--- src/rtl/core/msp_pkg.sv ---
// msp_pkg: shared codes, field widths and the result record of the multi-stack pool
// no dependencies; imported by the controller and the top level
package msp_pkg;

  // fixed field widths of the stream payload
  localparam int unsigned SID_W    = 2;
  localparam int unsigned VALUE_W  = 32;
  localparam int unsigned STATUS_W = 2;

  // operation kinds carried on s_tuser
  localparam logic KIND_PUSH = 1'b0;
  localparam logic KIND_POP  = 1'b1;

  // result status codes
  localparam logic [STATUS_W-1:0] STATUS_DONE  = 2'd0;
  localparam logic [STATUS_W-1:0] STATUS_FULL  = 2'd1;
  localparam logic [STATUS_W-1:0] STATUS_EMPTY = 2'd2;

  // one result beat handed from the controller to the output register
  typedef struct packed {
    logic [STATUS_W-1:0] status;
    logic [VALUE_W-1:0]  pop_value;
    logic                pool_full;
    logic                stack_now_empty;
  } msp_result_t;

endpackage

--- src/rtl/core/msp_slot_mem.sv ---
// msp_slot_mem: single-port slot store, one word per slot holding {link, value}
// read data registered; no package dependencies
module msp_slot_mem #(
  parameter int unsigned DEPTH = 16,
  parameter int unsigned WIDTH = 37
) (
  input  logic                     clk,
  input  logic                     en,
  input  logic                     we,
  input  logic [$clog2(DEPTH)-1:0] addr,
  input  logic [WIDTH-1:0]         wdata,
  output logic [WIDTH-1:0]         rdata
);

  logic [WIDTH-1:0] mem [DEPTH];

  // write or registered read, one access a cycle
  always_ff @(posedge clk) begin
    if (en) begin
      if (we) begin
        mem[addr] <= wdata;
      end else begin
        rdata <= mem[addr];
      end
    end
  end

endmodule

--- src/rtl/core/msp_ctrl.sv ---
// msp_ctrl: stack tops, free-list head, fill count and the two-step sequencer
// depends on msp_pkg and drives the port of msp_slot_mem
module msp_ctrl
  import msp_pkg::*;
#(
  parameter int unsigned NUM_STACKS = 4,
  parameter int unsigned SLOTS      = 16,
  parameter int unsigned DATA_WIDTH = 32,
  parameter int unsigned PW         = $clog2(SLOTS + 1),
  parameter int unsigned AW         = $clog2(SLOTS)
) (
  input  logic                     clk,
  input  logic                     rst,
  // input beat
  input  logic                     in_valid,
  output logic                     in_ready,
  input  logic                     kind,
  input  logic [SID_W-1:0]         stack_id,
  input  logic [VALUE_W-1:0]       push_value,
  // result beat
  output logic                     res_valid,
  input  logic                     res_ready,
  output msp_result_t              res,
  // slot memory port
  output logic                     mem_en,
  output logic                     mem_we,
  output logic [AW-1:0]            mem_addr,
  output logic [PW+DATA_WIDTH-1:0] mem_wdata,
  input  logic [PW+DATA_WIDTH-1:0] mem_rdata
);

  localparam int unsigned SW = (NUM_STACKS > 1) ? $clog2(NUM_STACKS) : 1;
  localparam logic [PW-1:0] PTR_NULL = PW'(SLOTS);

  localparam logic S_IDLE = 1'b0;
  localparam logic S_EXEC = 1'b1;

  logic          state;
  logic [PW-1:0] tops [NUM_STACKS];
  logic [PW-1:0] free_head;
  logic [PW-1:0] fill;

  // latched operation
  logic                  op_kind;
  logic                  op_sid_ok;
  logic [SW-1:0]         op_tsel;
  logic [DATA_WIDTH-1:0] op_value;
  logic [PW-1:0]         op_slot;
  logic                  op_ok;

  logic                  accept;
  logic                  sid_ok;
  logic [SW-1:0]         tsel;
  logic [PW-1:0]         slot;
  logic                  slot_ok;
  logic                  commit;
  logic [PW-1:0]         top_cur;
  logic [PW-1:0]         link_rd;
  logic [DATA_WIDTH-1:0] value_rd;
  logic [PW-1:0]         free_head_next;
  logic [PW-1:0]         top_next;

  assign in_ready = (state == S_IDLE);
  assign accept   = in_valid && in_ready;

  // slot addressed by the incoming beat
  assign sid_ok  = (32'(stack_id) < NUM_STACKS);
  assign tsel    = SW'(stack_id);
  assign slot    = (kind == KIND_PUSH) ? free_head : tops[tsel];
  assign slot_ok = sid_ok && (slot < PTR_NULL);

  // slots at or above the fill count were never written: their link is slot + 1
  assign value_rd = mem_rdata[DATA_WIDTH-1:0];
  assign link_rd  = (op_slot >= fill) ? (op_slot + 1'b1) : mem_rdata[PW+DATA_WIDTH-1:DATA_WIDTH];
  assign top_cur  = tops[op_tsel];

  assign commit    = (state == S_EXEC) && res_ready;
  assign res_valid = (state == S_EXEC);

  // new pointers after a successful operation
  always_comb begin
    free_head_next = free_head;
    top_next       = top_cur;
    if (op_ok) begin
      if (op_kind == KIND_PUSH) begin
        free_head_next = link_rd;
        top_next       = op_slot;
      end else begin
        free_head_next = op_slot;
        top_next       = link_rd;
      end
    end
  end

  // memory port: read on accept, write back on commit
  always_comb begin
    mem_en    = 1'b0;
    mem_we    = 1'b0;
    mem_addr  = AW'(slot);
    mem_wdata = {free_head, value_rd};
    if (accept) begin
      mem_en   = slot_ok;
      mem_addr = AW'(slot);
    end else if (commit) begin
      mem_en   = op_ok;
      mem_we   = 1'b1;
      mem_addr = AW'(op_slot);
      if (op_kind == KIND_PUSH) begin
        mem_wdata = {top_cur, op_value};
      end else begin
        mem_wdata = {free_head, value_rd};
      end
    end
  end

  // result fields
  always_comb begin
    res.status          = STATUS_DONE;
    res.pop_value       = '0;
    res.pool_full       = !(free_head_next < PTR_NULL);
    res.stack_now_empty = 1'b1;
    if (!op_ok) begin
      res.status = (op_kind == KIND_PUSH) ? STATUS_FULL : STATUS_EMPTY;
    end else if (op_kind == KIND_POP) begin
      res.pop_value = VALUE_W'(value_rd);
    end
    if (op_sid_ok) begin
      res.stack_now_empty = !(top_next < PTR_NULL);
    end
  end

  // sequencer and pointer state
  always_ff @(posedge clk) begin
    if (rst) begin
      state     <= S_IDLE;
      free_head <= '0;
      fill      <= '0;
      for (int i = 0; i < NUM_STACKS; i++) begin
        tops[i] <= PTR_NULL;
      end
    end else begin
      case (state)
        S_IDLE: begin
          if (accept) begin
            state <= S_EXEC;
          end
        end
        S_EXEC: begin
          if (commit) begin
            state <= S_IDLE;
            if (op_ok) begin
              free_head     <= free_head_next;
              tops[op_tsel] <= top_next;
              if ((op_kind == KIND_PUSH) && (op_slot == fill)) begin
                fill <= fill + 1'b1;
              end
            end
          end
        end
        default: begin
          state <= S_IDLE;
        end
      endcase
    end
  end

  // operation latch
  always_ff @(posedge clk) begin
    if (accept) begin
      op_kind   <= kind;
      op_sid_ok <= sid_ok;
      op_tsel   <= tsel;
      op_value  <= DATA_WIDTH'(push_value);
      op_slot   <= slot;
      op_ok     <= slot_ok;
    end
  end

endmodule

--- src/rtl/core/multi_stack_shared_pool.sv ---
// multi_stack_shared_pool: top level, stream ports, output register
// depends on msp_pkg, msp_ctrl and msp_slot_mem
//
// Several LIFO stacks share one pool of SLOTS slots. Each input beat on the
// s_ group is a push (s_tuser = 0) or a pop (s_tuser = 1) on the stack named
// in s_tdata. Each beat yields exactly one result beat on the m_ group with a
// status code, the popped value, a pool-full flag and a stack-empty flag.
// A refused push (pool full or stack id out of range) or pop (stack empty or
// id out of range) changes nothing and reports its status.
// An item goes through a read step, which fetches the addressed slot word
// from the single-port slot memory, and a write-back step, which updates
// pointers and writes the word back. The result enters the output register
// as the write-back step completes, which waits while that register is
// full; a new input beat is taken only after that write-back.
// While m_tready is low, the output register holds its beat; one more input
// beat may be taken and waits at its write-back step until the register frees.
// Reset (rst, synchronous) empties all stacks and puts every slot on the free
// list at once; no clearing pass is needed, input is taken on the next cycle.
module multi_stack_shared_pool
  import msp_pkg::*;
#(
  parameter int unsigned NUM_STACKS = 4,
  parameter int unsigned SLOTS      = 16,
  parameter int unsigned DATA_WIDTH = 32
) (
  input  logic        clk,
  input  logic        rst,
  input  logic        s_tvalid,
  output logic        s_tready,
  input  logic [39:0] s_tdata,   // stack_id[1:0], push_value[33:2], zero pad
  input  logic        s_tuser,   // kind
  output logic        m_tvalid,
  input  logic        m_tready,
  output logic [39:0] m_tdata    // status[1:0], pop_value[33:2], pool_full[34],
                                 // stack_now_empty[35], zero pad
);

  localparam int unsigned PW = $clog2(SLOTS + 1);
  localparam int unsigned AW = $clog2(SLOTS);

  logic                     res_valid;
  logic                     res_ready;
  msp_result_t              res;
  msp_result_t              out_res;
  logic                     mem_en;
  logic                     mem_we;
  logic [AW-1:0]            mem_addr;
  logic [PW+DATA_WIDTH-1:0] mem_wdata;
  logic [PW+DATA_WIDTH-1:0] mem_rdata;

  msp_ctrl #(
    .NUM_STACKS(NUM_STACKS),
    .SLOTS     (SLOTS),
    .DATA_WIDTH(DATA_WIDTH),
    .PW        (PW),
    .AW        (AW)
  ) u_ctrl (
    .clk       (clk),
    .rst       (rst),
    .in_valid  (s_tvalid),
    .in_ready  (s_tready),
    .kind      (s_tuser),
    .stack_id  (s_tdata[1:0]),
    .push_value(s_tdata[33:2]),
    .res_valid (res_valid),
    .res_ready (res_ready),
    .res       (res),
    .mem_en    (mem_en),
    .mem_we    (mem_we),
    .mem_addr  (mem_addr),
    .mem_wdata (mem_wdata),
    .mem_rdata (mem_rdata)
  );

  msp_slot_mem #(
    .DEPTH(SLOTS),
    .WIDTH(PW + DATA_WIDTH)
  ) u_mem (
    .clk  (clk),
    .en   (mem_en),
    .we   (mem_we),
    .addr (mem_addr),
    .wdata(mem_wdata),
    .rdata(mem_rdata)
  );

  // output register: loads when empty or when its beat is taken
  assign res_ready = !m_tvalid || m_tready;

  always_ff @(posedge clk) begin
    if (rst) begin
      m_tvalid <= 1'b0;
    end else if (res_ready) begin
      m_tvalid <= res_valid;
    end
  end

  always_ff @(posedge clk) begin
    if (res_valid && res_ready) begin
      out_res <= res;
    end
  end

  assign m_tdata = {4'b0000, out_res.stack_now_empty, out_res.pool_full,
                    out_res.pop_value, out_res.status};

endmodule

--- config.mk ---
export PLATFORM = sky130hd
export DESIGN_NAME = multi_stack_shared_pool
export DESIGN_NICKNAME = d
export VERILOG_FILES = /design/src/rtl/core/msp_pkg.sv /design/src/rtl/core/msp_slot_mem.sv /design/src/rtl/core/msp_ctrl.sv /design/src/rtl/core/multi_stack_shared_pool.sv
export SDC_FILE = /design/constraint.sdc
export NUM_CORES = 1
export LEC_CHECK = 0
export BUFFER_PORTS_ARGS = -buffer_cell sky130_fd_sc_hd__buf_2
export CELL_PAD_IN_SITES_DETAIL_PLACEMENT = 0
export CELL_PAD_IN_SITES_GLOBAL_PLACEMENT = 1
export CORE_ASPECT_RATIO = 0.75
export CORE_MARGIN = 1.5
export CORE_UTILIZATION = 59
export DETAILED_ROUTE_END_ITERATION = 7
export GPL_TIMING_DRIVEN = 0
export PLACE_DENSITY_LB_ADDON = 0.1
export SYNTH_ARGS = -nofsm -noshare
export SYNTH_HDL_FRONTEND = slang
export SYNTH_HIERARCHICAL = 1
export SYNTH_SLANG_ARGS = --single-unit
export TNS_END_PERCENT = 50
--- constraint.sdc ---
create_clock -name clk -period 9.4 [get_ports clk]
set_clock_uncertainty 0.15 [all_clocks]
set_input_delay 0.94 -clock clk [delete_from_list [all_inputs] [get_ports clk]]
set_output_delay 0.94 -clock clk [all_outputs]
set_load 0.02 [all_outputs]
; ---- Word-level counts from Yosys, hierarchy flattened
; Memory sizes are Yosys's and may differ from the RTL's. A register that Yosys moved wholly into a read port is not among the register bits.
; Cells that the tools add are included.
[totals]
word_cells = 70
ram_bits = 612
latchBits = 0
mem_bits_ro = 0
in_bits = 45
memories = 2
reg_bits = 89
[classes]
order_cmp = 4
eq_ne = 1
addsub = 2
shift = 0
div = 0
n_mul = 0
reduce_logical = 12
bitwise = 3
muxes = 33
[mem_list]
columns = memory, words, width, rd, rd_clocked_by_memory_dff, wr, line
row1 = u_mem.mem, 16, 37, 1, 1, 1, msp_slot_mem.sv:15  ; logic [WIDTH-1:0] mem [DEPTH];
row2 = u_ctrl.tops, 4, 5, 2, 1, 4, msp_ctrl.sv:39  ; logic [PW-1:0] tops [NUM_STACKS];
[op_table]
columns = operator, n
row1 = 37-bit two-way mux, 3
row2 = 5-bit two-way mux, 7
row3 = 1-bit two-way mux, 17
row4 = "5-bit < comparator, second input constant", 3
row5 = "5-bit by 1-bit adder with 5-bit output, second input constant", 2
row6 = 4-bit two-way mux, 2
row7 = 2-bit two-way mux, 3
row8 = 5-bit equality test, 1
row9 = 5-bit greater-or-equal comparator, 1
row10 = 5-bit OR reduction, 1
row11 = 2-bit AND reduction, 2
row12 = 4-bit AND reduction, 1
row13 = 1-bit logical AND, 3
row14 = 1-bit logical NOT, 3
row15 = 1-bit inverter, 3
row16 = 3-bit AND reduction, 1
row17 = 1-bit case mux with 2 select lines, 1
row18 = 1-bit logical OR, 1

; ---- Logic depth before layout (Yosys ltp)
; Gate-level depths: netlist of the first run.
[logic_depth]
depth_word = 9
depth_mapped = 11
mapped_depth_nobuf = 8

; ---- Cells and area by module
; Netlist of the first run, hierarchy kept.
[modules_own_cells]
columns = mod, cells_each, n_inst, area_per_inst_um2, seq_area_each_um2
row1 = msp_slot_mem, 968, 1, 23348.6, 18888.1
row2 = msp_ctrl, 334, 1, 4043.9, 2092.0
row3 = multi_stack_shared_pool, 46, 1, 1169.9, 1101.1

; ---- Least setup slack after synthesis of the first run
; No wires, ideal clock.
[synth_path]
path_kind = in2reg
startpoint = input s_tdata[0]
endpoint = memory u_mem.mem[0][0], enable pin
stages = 10
arrival_time_ps = 5557
n_path_buf = 4
setup_ps = 477
slack_ps = 3216
cell_sequence = clkbuf_1 > mux4_2 > mux2_2 > nor2_1 > a21oi_1 > buf_6 > buf_6 > buf_6 > or3_1 > nor3_1
[synth_lines]
columns = item, line
row1 = start: declaration, multi_stack_shared_pool.sv:30  ; input logic [39:0] s_tdata,
row2 = memory read 4 x 5 bit *, --
row3 = 5-bit two-way mux *, msp_ctrl.sv:69  ; assign slot = (kind == KIND_PUSH) ? free_head : tops[tsel];
row4 = via u_ctrl.slot[0], msp_ctrl.sv:54  ; logic [PW-1:0] slot;
row5 = 4-bit two-way mux, msp_ctrl.sv:104  ; end else if (commit) begin
row6 = 4-bit two-way mux *, msp_ctrl.sv:101  ; if (accept) begin
row7 = via mem_addr[0], multi_stack_shared_pool.sv:47  ; logic [AW-1:0] mem_addr;
row8 = end: declaration, msp_slot_mem.sv:15
; Mark *: on every way through the listed nets, which the timed path passes. The rest lies on a longest branch.

; ---- Final worst setup path of the first run
[layout_path]
startpoint = input s_tdata[0]
endpoint = memory u_mem.mem[1][22], enable pin
; The elaborated chain is that of the path after synthesis.

==> results of run 1 <==
-- cells in the mapped netlist (all sizes together), types with 2 or more instances --
library cell	count
o31a	4
nor3b	2
buf	40
nand3b	3
nor2b	5
mux4	158
clkbuf	35
o211ai	4
nand4	3
and3	35
or3	4
o21ai	9
nand4b	2
nand3	5
nand2	57
inv	13
a22oi	78
mux2i	4
xor2	3
edfxtp	726
ha	7
xnor2	4
and2	5
nor3	8
a21oi	7
nand2b	4
nor4	3
dfxtp	14
nor2	40
mux2	46
a31oi	6
o31ai	6
-- per-stage QoR --
stage | util (%) | instance area [um^2] | setup slack, ps | hold WS (ps)
finish | 69.2 | 32900 | 4520 | 349
global route | 69.2 | 32900 | 4370 | 334
detailed placement | 64.6 | 30700 | 3940 | 361
CTS | 69.2 | 32900 | 4560 | 314
global placement | 62.5 | 29800 | -543 | 346
floorplan | - | 28600 | 3220 | 315
-- kinds of logic (layout without fill, tap and decap cells) --
| family | Yosys count | after routing | synth area share [%] |
|---|---|---|---|
| fa+ha+maj | 7 | 7 | 0.307 |
| flops | 740 | 740 | 77.3 |
| simple gates | 179 | 179 | 3.15 |
| compound gates | 118 | 118 | 3.00 |
| mux | 208 | 208 | 14.4 |
| other cells | 1 | 4 | 0.0131 |
| buf+inv | 88 | 330 | 1.60 |
| xor+xnor | 7 | 7 | 0.215 |
-- critical path: cells and delay by family --
| kind | cells | cell delay (ps) |
|---|---|---|
| AO/OA/AOI/OAI | 1 | 50 |
| AND/OR/NAND/NOR | 3 | 1370 |
| multiplexers | 2 | 900 |
| buffers and inverters | 7 | 1720 |
-- per-layer routing --
metal	vias to the layer above	GRT usage (%)	share of wire, %
li1	6002	-	-
met1	7583	41.5	42
met2	780	40.5	46
met3	118	4.91	9.3
met4	0	8.61	2.8
met5	-	0	0
-- worst min-delay path by stage --
stage                               end  slack (ps)
CTS                            m_tvalid         310
global placement    u_ctrl/free_head[1]         350
detailed placement             m_tvalid         360
floorplan           u_ctrl/free_head[0]         320
finish                         m_tvalid         350
global route         u_ctrl/op_value[6]         330
-- power groups by stage --
stage,sequential [mW],clock (mW),combinational [mW]
after floorplan,3.88,0,0.499
after global placement,3.88,0,0.738
after detailed placement,3.88,0,0.774
after CTS,3.81,2.76,0.776
after global routing,3.81,2.89,0.828
final,3.81,2.71,0.774
-- sequential cells by signal, indices dropped and copies added (netlist names), named ones only --
register / count
u_ctrl/op_slot: 5
u_ctrl/op_tsel: 2
u_ctrl/tops: 20
u_ctrl/op_value: 32
u_mem/mem: 592
u_ctrl/op_kind: 1
m_tdata: 36
u_ctrl/free_head: 5
u_mem/rdata: 37
u_ctrl/fill: 5
u_ctrl/res_valid: 1
u_ctrl/op_ok: 1
m_tvalid: 1
-- cell type report --
class / instances / area share [%]
clock buffers: 91 / 5.76
flip-flops and latches: 740 / 67.1
repair buffers: 121 / 3.82
clock inverters: 30 / 0.832
plain buffers: 75 / 1.24
well taps: 639 / 2.43
multi-input cells: 523 / 18.7
inverters: 13 / 0.148
==> impl_metrics.yaml, run 1 <==
final_layout:
  area_delta_synth_final_pct: 15.2
  final_cell_mix: "726 x edfxtp_1, 158 x mux4_2, 99 x buf_2"
  stdcell_count: 2232
  drive_gt1_share_pct: 30.0
  num_antenna_cells: 0
  fillers: 2896
  layout.nets: 1596
  seqCellArea_mm2: 0.0221
  final_common_cell: "edfxtp_1"
  multi_input_area_mm2: 0.00615
power:
  power_mw: 7.30
  internal-power_mw: 5.63
  power.density_mw_per_mm2: 222
  p_leak_nw: 10.8
  swShare_pct: 22.8
  switchingPower_mw: 1.66
  p_comb_share_pct: 10.6
  p_seq_share_pct: 52.2
  ir_drop_v: 0.000198
  p_clk_share_pct: 37.2
worst_setup_path:
  worst_r2r_endpoint: "u_mem/mem[3][22]"
  worst-setup-path-type: "in -> reg"
  cp-end-kind: "register"
  path_common_cell: "buf_2"
  setup.worst_path.start: "s_tdata[0]"
  crit_fanout: 10
  crit_path_start_kind: "primary input"
  cpPeakStageDelay_ps: 760
  worstPathCellList: "buf_2 > clkbuf_1 > mux4_2 > mux2_2 > nor2_1 > a21oi_1 > buf_2 > buf_2 > buf_2 > nand4b_1 > nor3_2 > buf_6 > buf_6"
  r2r_slack_ps: 4960
  timing.rr.start: "u_ctrl/res_valid"
  worstPathRequired_ps: 9550
  cp.arrival_ps: 5030
  crit_path_top_delay_cell: "nor3_2"
  crit_end: "u_mem/mem[1][22]"
  reg2reg_depth: 11
place:
  port_buffers: 76
  numPlacedInstances: 2111
  hpwl_mm: 42.0
  gp_congestion: 0.839
route:
  detail_route.wl_per_cell_um: 29.5
  drc: 0
  drt-pass1-iter-count: 5
  drt_iter0_markers: 1676
  ant_nets: 0
  totalWireLength_mm: 65.9
  vias: 14500
  viasPerCell: 6.49
timing:
  fmax_mhz: 205
  rsz0062_at_grt: "no"
  tightest_slew_ps: 1170
  final_max_slew_viol_count: 0
  finalSetupTns_ps: 0
  maxSlewHeadroom_pct: 21.5
  min_period_ps: 4880
  hold_violations: 0
  period_share_pct: 51.9
  setup_viol: 0
synthesis:
  synth-async-reset-ratio_pct: 0
  synth.cell_area_mm2: 0.0286
  synth_ff_type: "edfxtp_1"
  syn_inst: 1348
  yosys_warnings: 6
  avgSynthCellArea_um2: 21.2
  seq_area_frac_synth_pct: 77.3
  synth_edf_count: 726
  yosys.area.top_type_share_pct: 76.3
  ys_seq_elements: 740
  ys_top_cells_by_area: "edfxtp_1 76%, mux4_2 12%, a22oi_1 2.1%, mux2_2 1.8%, dfxtp_1 0.98%"
  synth_top_area_cell: "edfxtp_1"
  synth_cell_type_count: 49
job:
  cap_violations: 0
grt:
  grt_pass1_wl_mm: 95.8
  grt_use_total_pct: 27.1
  grt_pass1_vias: 14400
  grt-ovfl-total: 0
  antenna_found_initial: 0
  grt_max_degree: 37
clock_tree:
  cts_root_buf: "clkbuf_16"
  cts_setup_buffers: 0
  hold_buffers: 0
  clk_pin_slew_worst_paths_ps: 60
  clk_latency_ps: 600
  cts_num_sinks: 740
  cts_buffers: 70
  cts_tree: "done"
  htreeDepth: 3
  ctsResizeCount: 0
  clockBufferDepth: 3
die:
  num_io_pins: 87
  core_mm2: 0.0476
  initial_core_util_pct: 60.0
  fp.dieH_um: 194
  rows: 69
  dieArea_mm2: 0.0498
  die_w_um: 257
hold_path:
  hold_path.class: "in -> reg"
  hold_start: "rst"
  hold_depth: 2
status:
  status: "finished, final reports clean"
Note: power is estimated with default switching activity, not from simulation.
==> run 2, diff against run 1 <==
CORE_UTILIZATION = 55   (was 59)
clock period = 4.5 ns   (was 9.4 ns; I/O delays follow)
==> run 2 against run 1 <==
Compared with the run above: sequential share of layout area decreased by 1.3 points; first-iteration DRC count decreased by 2.5%; count of clock-buffer cells in the layout decreased by 1; clock power increased by 120%.
==> impl_metrics.yaml, run 2 (same netlist as run 1, synthesis figures left out) <==
final_layout:
  area_delta_synth_final_pct: 17.6
  largest_register: "u_mem/mem"
  final_common_cell: "edfxtp_1"
  drive_gt1_share_pct: 29.7
  num_antenna_cells: 0
  stdcell_count: 2335
  fillers: 3425
  utilization_pct: 65.3
  final_cell_mix: "726 x edfxtp_1, 158 x mux4_2, 99 x buf_2"
  layout.nets: 1629
  largest_reg_flops: 592
timing:
  setup_slack_ps: 52.6
  rsz0062_at_grt: "yes"
  finalSetupTns_ps: 0
  period_share_pct: 98.8
  hold_violations: 0
  final_max_slew_viol_count: 0
  min_period_ps: 4450
  setup_viol: 0
  fmax_mhz: 225
  maxSlewHeadroom_pct: 13.6
  tightest_slew_ps: 1290
clock_tree:
  htreeDepth: 3
  cts_tree: "done"
  clk_pin_slew_worst_paths_ps: 60
  clk_latency_ps: 610
  cts_buffers: 71
  cts_num_sinks: 740
  clockBufferDepth: 3
  cts_root_buf: "clkbuf_16"
place:
  pre_cts_ws_ps: -555
  gp_congestion: 0.806
  numPlacedInstances: 2167
  hpwl_mm: 42.4
  port_buffers: 76
power:
  power.density_mw_per_mm2: 465
  p_leak_nw: 11.0
  ir_drop_v: 0.000326
grt:
  gr-usage-met1_pct: 40.5
  met3_usage_pct: 4.67
  grt_pass1_wl_mm: 100
  grt_max_degree: 37
  grt_use_total_pct: 26.5
  busiest_layer: "met1"
  antenna_found_initial: 1
  grt_pass1_vias: 14700
  grtUsageMet2_pct: 40.2
  grt-ovfl-total: 0
worst_setup_path:
  crit_path_top_delay_cell: "nor2_4"
  cpPeakStageDelay_ps: 850
  cp-end-kind: "register"
  worstPathCellList: "buf_2 > clkbuf_1 > mux4_2 > mux2_2 > nor2_1 > a21oi_1 > buf_2 > buf_2 > buf_2 > nand4b_1 > nor2_4 > buf_12"
  crit_path_start_kind: "primary input"
  cp.arrival_ps: 4600
  worstPathRequired_ps: 4650
  path_common_cell: "buf_2"
  worst-setup-path-type: "in -> reg"
  crit_fanout: 20
die:
  dieArea_mm2: 0.0533
  fp.dieH_um: 200
  initial_core_util_pct: 55.5
  num_io_pins: 87
  die_w_um: 266
  rows: 72
  core_mm2: 0.0514
route:
  drc: 0
  ant_nets: 0
  drt_iter0_markers: 1634
  detail_route.wl_per_cell_um: 29.4
  vias: 14600
  viasPerCell: 6.24
  drt-pass1-iter-count: 5
  totalWireLength_mm: 68.7
status:
  status: "finished, final reports clean"
job:
  cap_violations: 0
hold_path:
  hold_path.class: "in -> reg"
run 2: per-layer routing:
layer / share of wire [%] / routed length [um] / up-vias
li1: - / - / 6082
met1: 44 / 30000 / 7754
met2: 46 / 31900 / 639
met3: 7.9 / 5460 / 89
met4: 2.0 / 1350 / 0
met5: 0 / 0 / -
run 2: power breakdown:
part,internal (mW),leakage [nW],switching [mW]
clock,3.50,1.14,2.49
combinational,0.646,3.12,1.01
sequential,7.89,6.77,0.0607
run 2: through the flow:
stage	hold WS [ps]	cell area, um^2	power (mW)
after floorplan	315	28600	9.15
after global placement	346	29900	9.67
after detailed placement	354	30900	9.74
after CTS	8.17	33600	15.7
after global routing	28.9	33600	16.1
final	36.4	33600	15.6
run 2: area by class of cell:
class | instances | area, um^2 | area share, %
Multi-Input combinational cell | 523 | 6180 | 18.4
Buffer | 75 | 408 | 1.21
Clock inverter | 38 | 385 | 1.15
Sequential cell | 740 | 22100 | 65.8
Tap cell | 703 | 880 | 2.62
Inverter | 13 | 48.8 | 0.145
Timing Repair Buffer | 153 | 1670 | 4.97
Clock buffer | 90 | 1930 | 5.76
run 2: what timing repair did:
item / CTS / global route
setup buffers: 0 / 3
hold endpoints to repair: 36 / 0
resized for setup: 0 / 1
endpoints found under the setup margin: 0 / 72
hold buffers: 37 / 0
run 2: worst paths after layout:
path | end | slack (ps) | cells past startpoint | start
min reg2reg | u_ctrl/free_head[1] | 370 | 1 | u_ctrl/free_head[1]
max | u_mem/mem[5][13] | 50 | 12 | s_tdata[0]
min | u_ctrl/op_tsel[1] | 40 | 1 | s_tdata[1]
max reg2reg | u_mem/mem[5][13] | 150 | 10 | u_ctrl/tops[3][1]
run 2: critical path: cells and delay by family:
| family | cells | cell delay, ps |
|---|---|---|
| AO/OA/AOI/OAI | 1 | 60 |
| buffers and inverters | 6 | 1610 |
| multiplexers | 2 | 920 |
| AND/OR/NAND/NOR | 3 | 1510 |
==> run 3, diff against run 2 <==
CAP_MARGIN = 15   (was default)
CORE_UTILIZATION = 35   (was 55)
==> run 3 against run 2 <==
Compared with the run above: non-clock buffer count increased by 1; core utilization down 23 points; total power up 0.42%; clock power hardly changed; sequential power hardly changed; combinational power up 3%; setup slack improved by 160 ps; die area grew 56%; count of clock-buffer cells in the layout rose by 2; routed wire length up 8.6%; worst hold slack improved by 22 ps; critical path type unchanged; largest cell class unchanged.
==> impl_metrics.yaml, run 3 (same netlist as run 1, synthesis figures left out) <==
worst_setup_path:
  crit_fanout: 21
  cp.arrival_ps: 4450
  worstPathRequired_ps: 4660
  crit_path_start_kind: "primary input"
  worst-setup-path-type: "in -> reg"
  cp-end-kind: "register"
job:
  cap_violations: 0
route:
  totalWireLength_mm: 74.6
  drt_iter0_markers: 1087
  ant_nets: 0
  drc: 0
  drt-pass1-iter-count: 5
  detail_route.wl_per_cell_um: 27.7
  viasPerCell: 5.25
  vias: 14200
clock_tree:
  clockBufferDepth: 3
  cts_tree: "done"
  clk_latency_ps: 620
  clk_pin_slew_worst_paths_ps: 60
  htreeDepth: 3
  cts_buffers: 77
  cts_num_sinks: 740
  cts_root_buf: "clkbuf_16"
final_layout:
  largest_reg_flops: 592
  num_antenna_cells: 0
  design_area_mm2: 0.0341
  final_cell_mix: "726 x edfxtp_1, 158 x mux4_2, 98 x buf_2"
  area_delta_synth_final_pct: 19.4
  final_common_cell: "edfxtp_1"
  layout.nets: 1636
  largest_register: "u_mem/mem"
  drive_gt1_share_pct: 29.8
timing:
  finalSetupTns_ps: 0
  tightest_slew_ps: 1090
  hold_violations: 0
  min_period_ps: 4290
  setup_viol: 0
  rsz0062_at_grt: "no"
  hold_ws_ps: 58.7
  maxSlewHeadroom_pct: 26.6
  period_share_pct: 95.2
  final_max_slew_viol_count: 0
  setup_slack_ps: 215
  fmax_mhz: 233
grt:
  antenna_found_initial: 1
  grt-ovfl-total: 0
  grt_pass1_vias: 14600
  grt_pass1_wl_mm: 107
  grt_use_total_pct: 18.1
  grt_max_degree: 37
die:
  die_w_um: 333
  core_mm2: 0.0806
  dieArea_mm2: 0.0833
  fp.dieH_um: 250
  initial_core_util_pct: 35.4
  rows: 90
  num_io_pins: 87
place:
  hpwl_mm: 47.9
  gp_congestion: 0.776
  dpl_cell_area_mm2: 0.0313
  port_buffers: 76
  pre_cts_ws_ps: -465
power:
  p_leak_nw: 11.1
  ir_drop_v: 0.000218
  power.density_mw_per_mm2: 460
status:
  status: "finished, final reports clean"
hold_path:
  hold_path.class: "in -> reg"
run 3: layout make-up:
type	instances	area (um^2)
clock inverter	43	278
sequential	740	22100
inverter	13	48.8
timing repair buffer	154	1710
clock buffer	92	2070
fill	7050	46500
multi-input combinational	523	6180
buffer	75	410
tap	1058	1320
run 3: metal layers:
layer	track usage [%]	wire length [um]
met1	26.6	35200
met2	28.2	34500
met3	3.28	3510
met4	3.95	1340
met5	0	0
run 3: final timing paths:
path	from	end	slack (ps)	depth (start not counted)
setup / recovery	s_tdata[0]	u_mem/mem[5][19]	210	12
hold / removal	s_tdata[1]	u_ctrl/op_tsel[1]	60	1
setup reg to reg	u_ctrl/tops[3][1]	u_mem/mem[5][19]	330	10
hold reg to reg	u_ctrl/free_head[1]	u_ctrl/free_head[1]	390	1
run 3: worst max-delay path: stages:
cell      delay (ps)
buf_2             90
clkbuf_1         460
mux4_2           570
mux2_2           300
nor2_1           100
a21oi_1           50
buf_2            240
buf_2            250
clkbuf_4         270
nand4b_1         500
nor2_4           810
buf_12           290
run 3: what timing repair did:
action | CTS | global route
hold endpoints to repair | 36 | 0
gates resized for setup | 0 | 1
setup buffers | 0 | 3
setup endpoints to repair | 0 | 60
hold buffers | 37 | 0
run 3: power breakdown:
group | internal [mW] | switching (mW) | leakage [nW]
Clock | 3.43 | 2.57 | 1.16
Sequential | 7.89 | 0.0630 | 6.77
Combinational | 0.652 | 1.05 | 3.13
Total | 12.0 | 3.69 | 11.1
run 3: per-stage QoR:
stage | std cells | total power, mW | util, %
after floorplan | 1351 | 9.15 | -
after global placement | 2485 | 9.75 | 37.6
after detailed placement | 2523 | 9.82 | 38.9
after CTS | 2695 | 15.9 | 42.2
after global routing | 2698 | 16.2 | 42.3
final | 2698 | 15.7 | 42.3
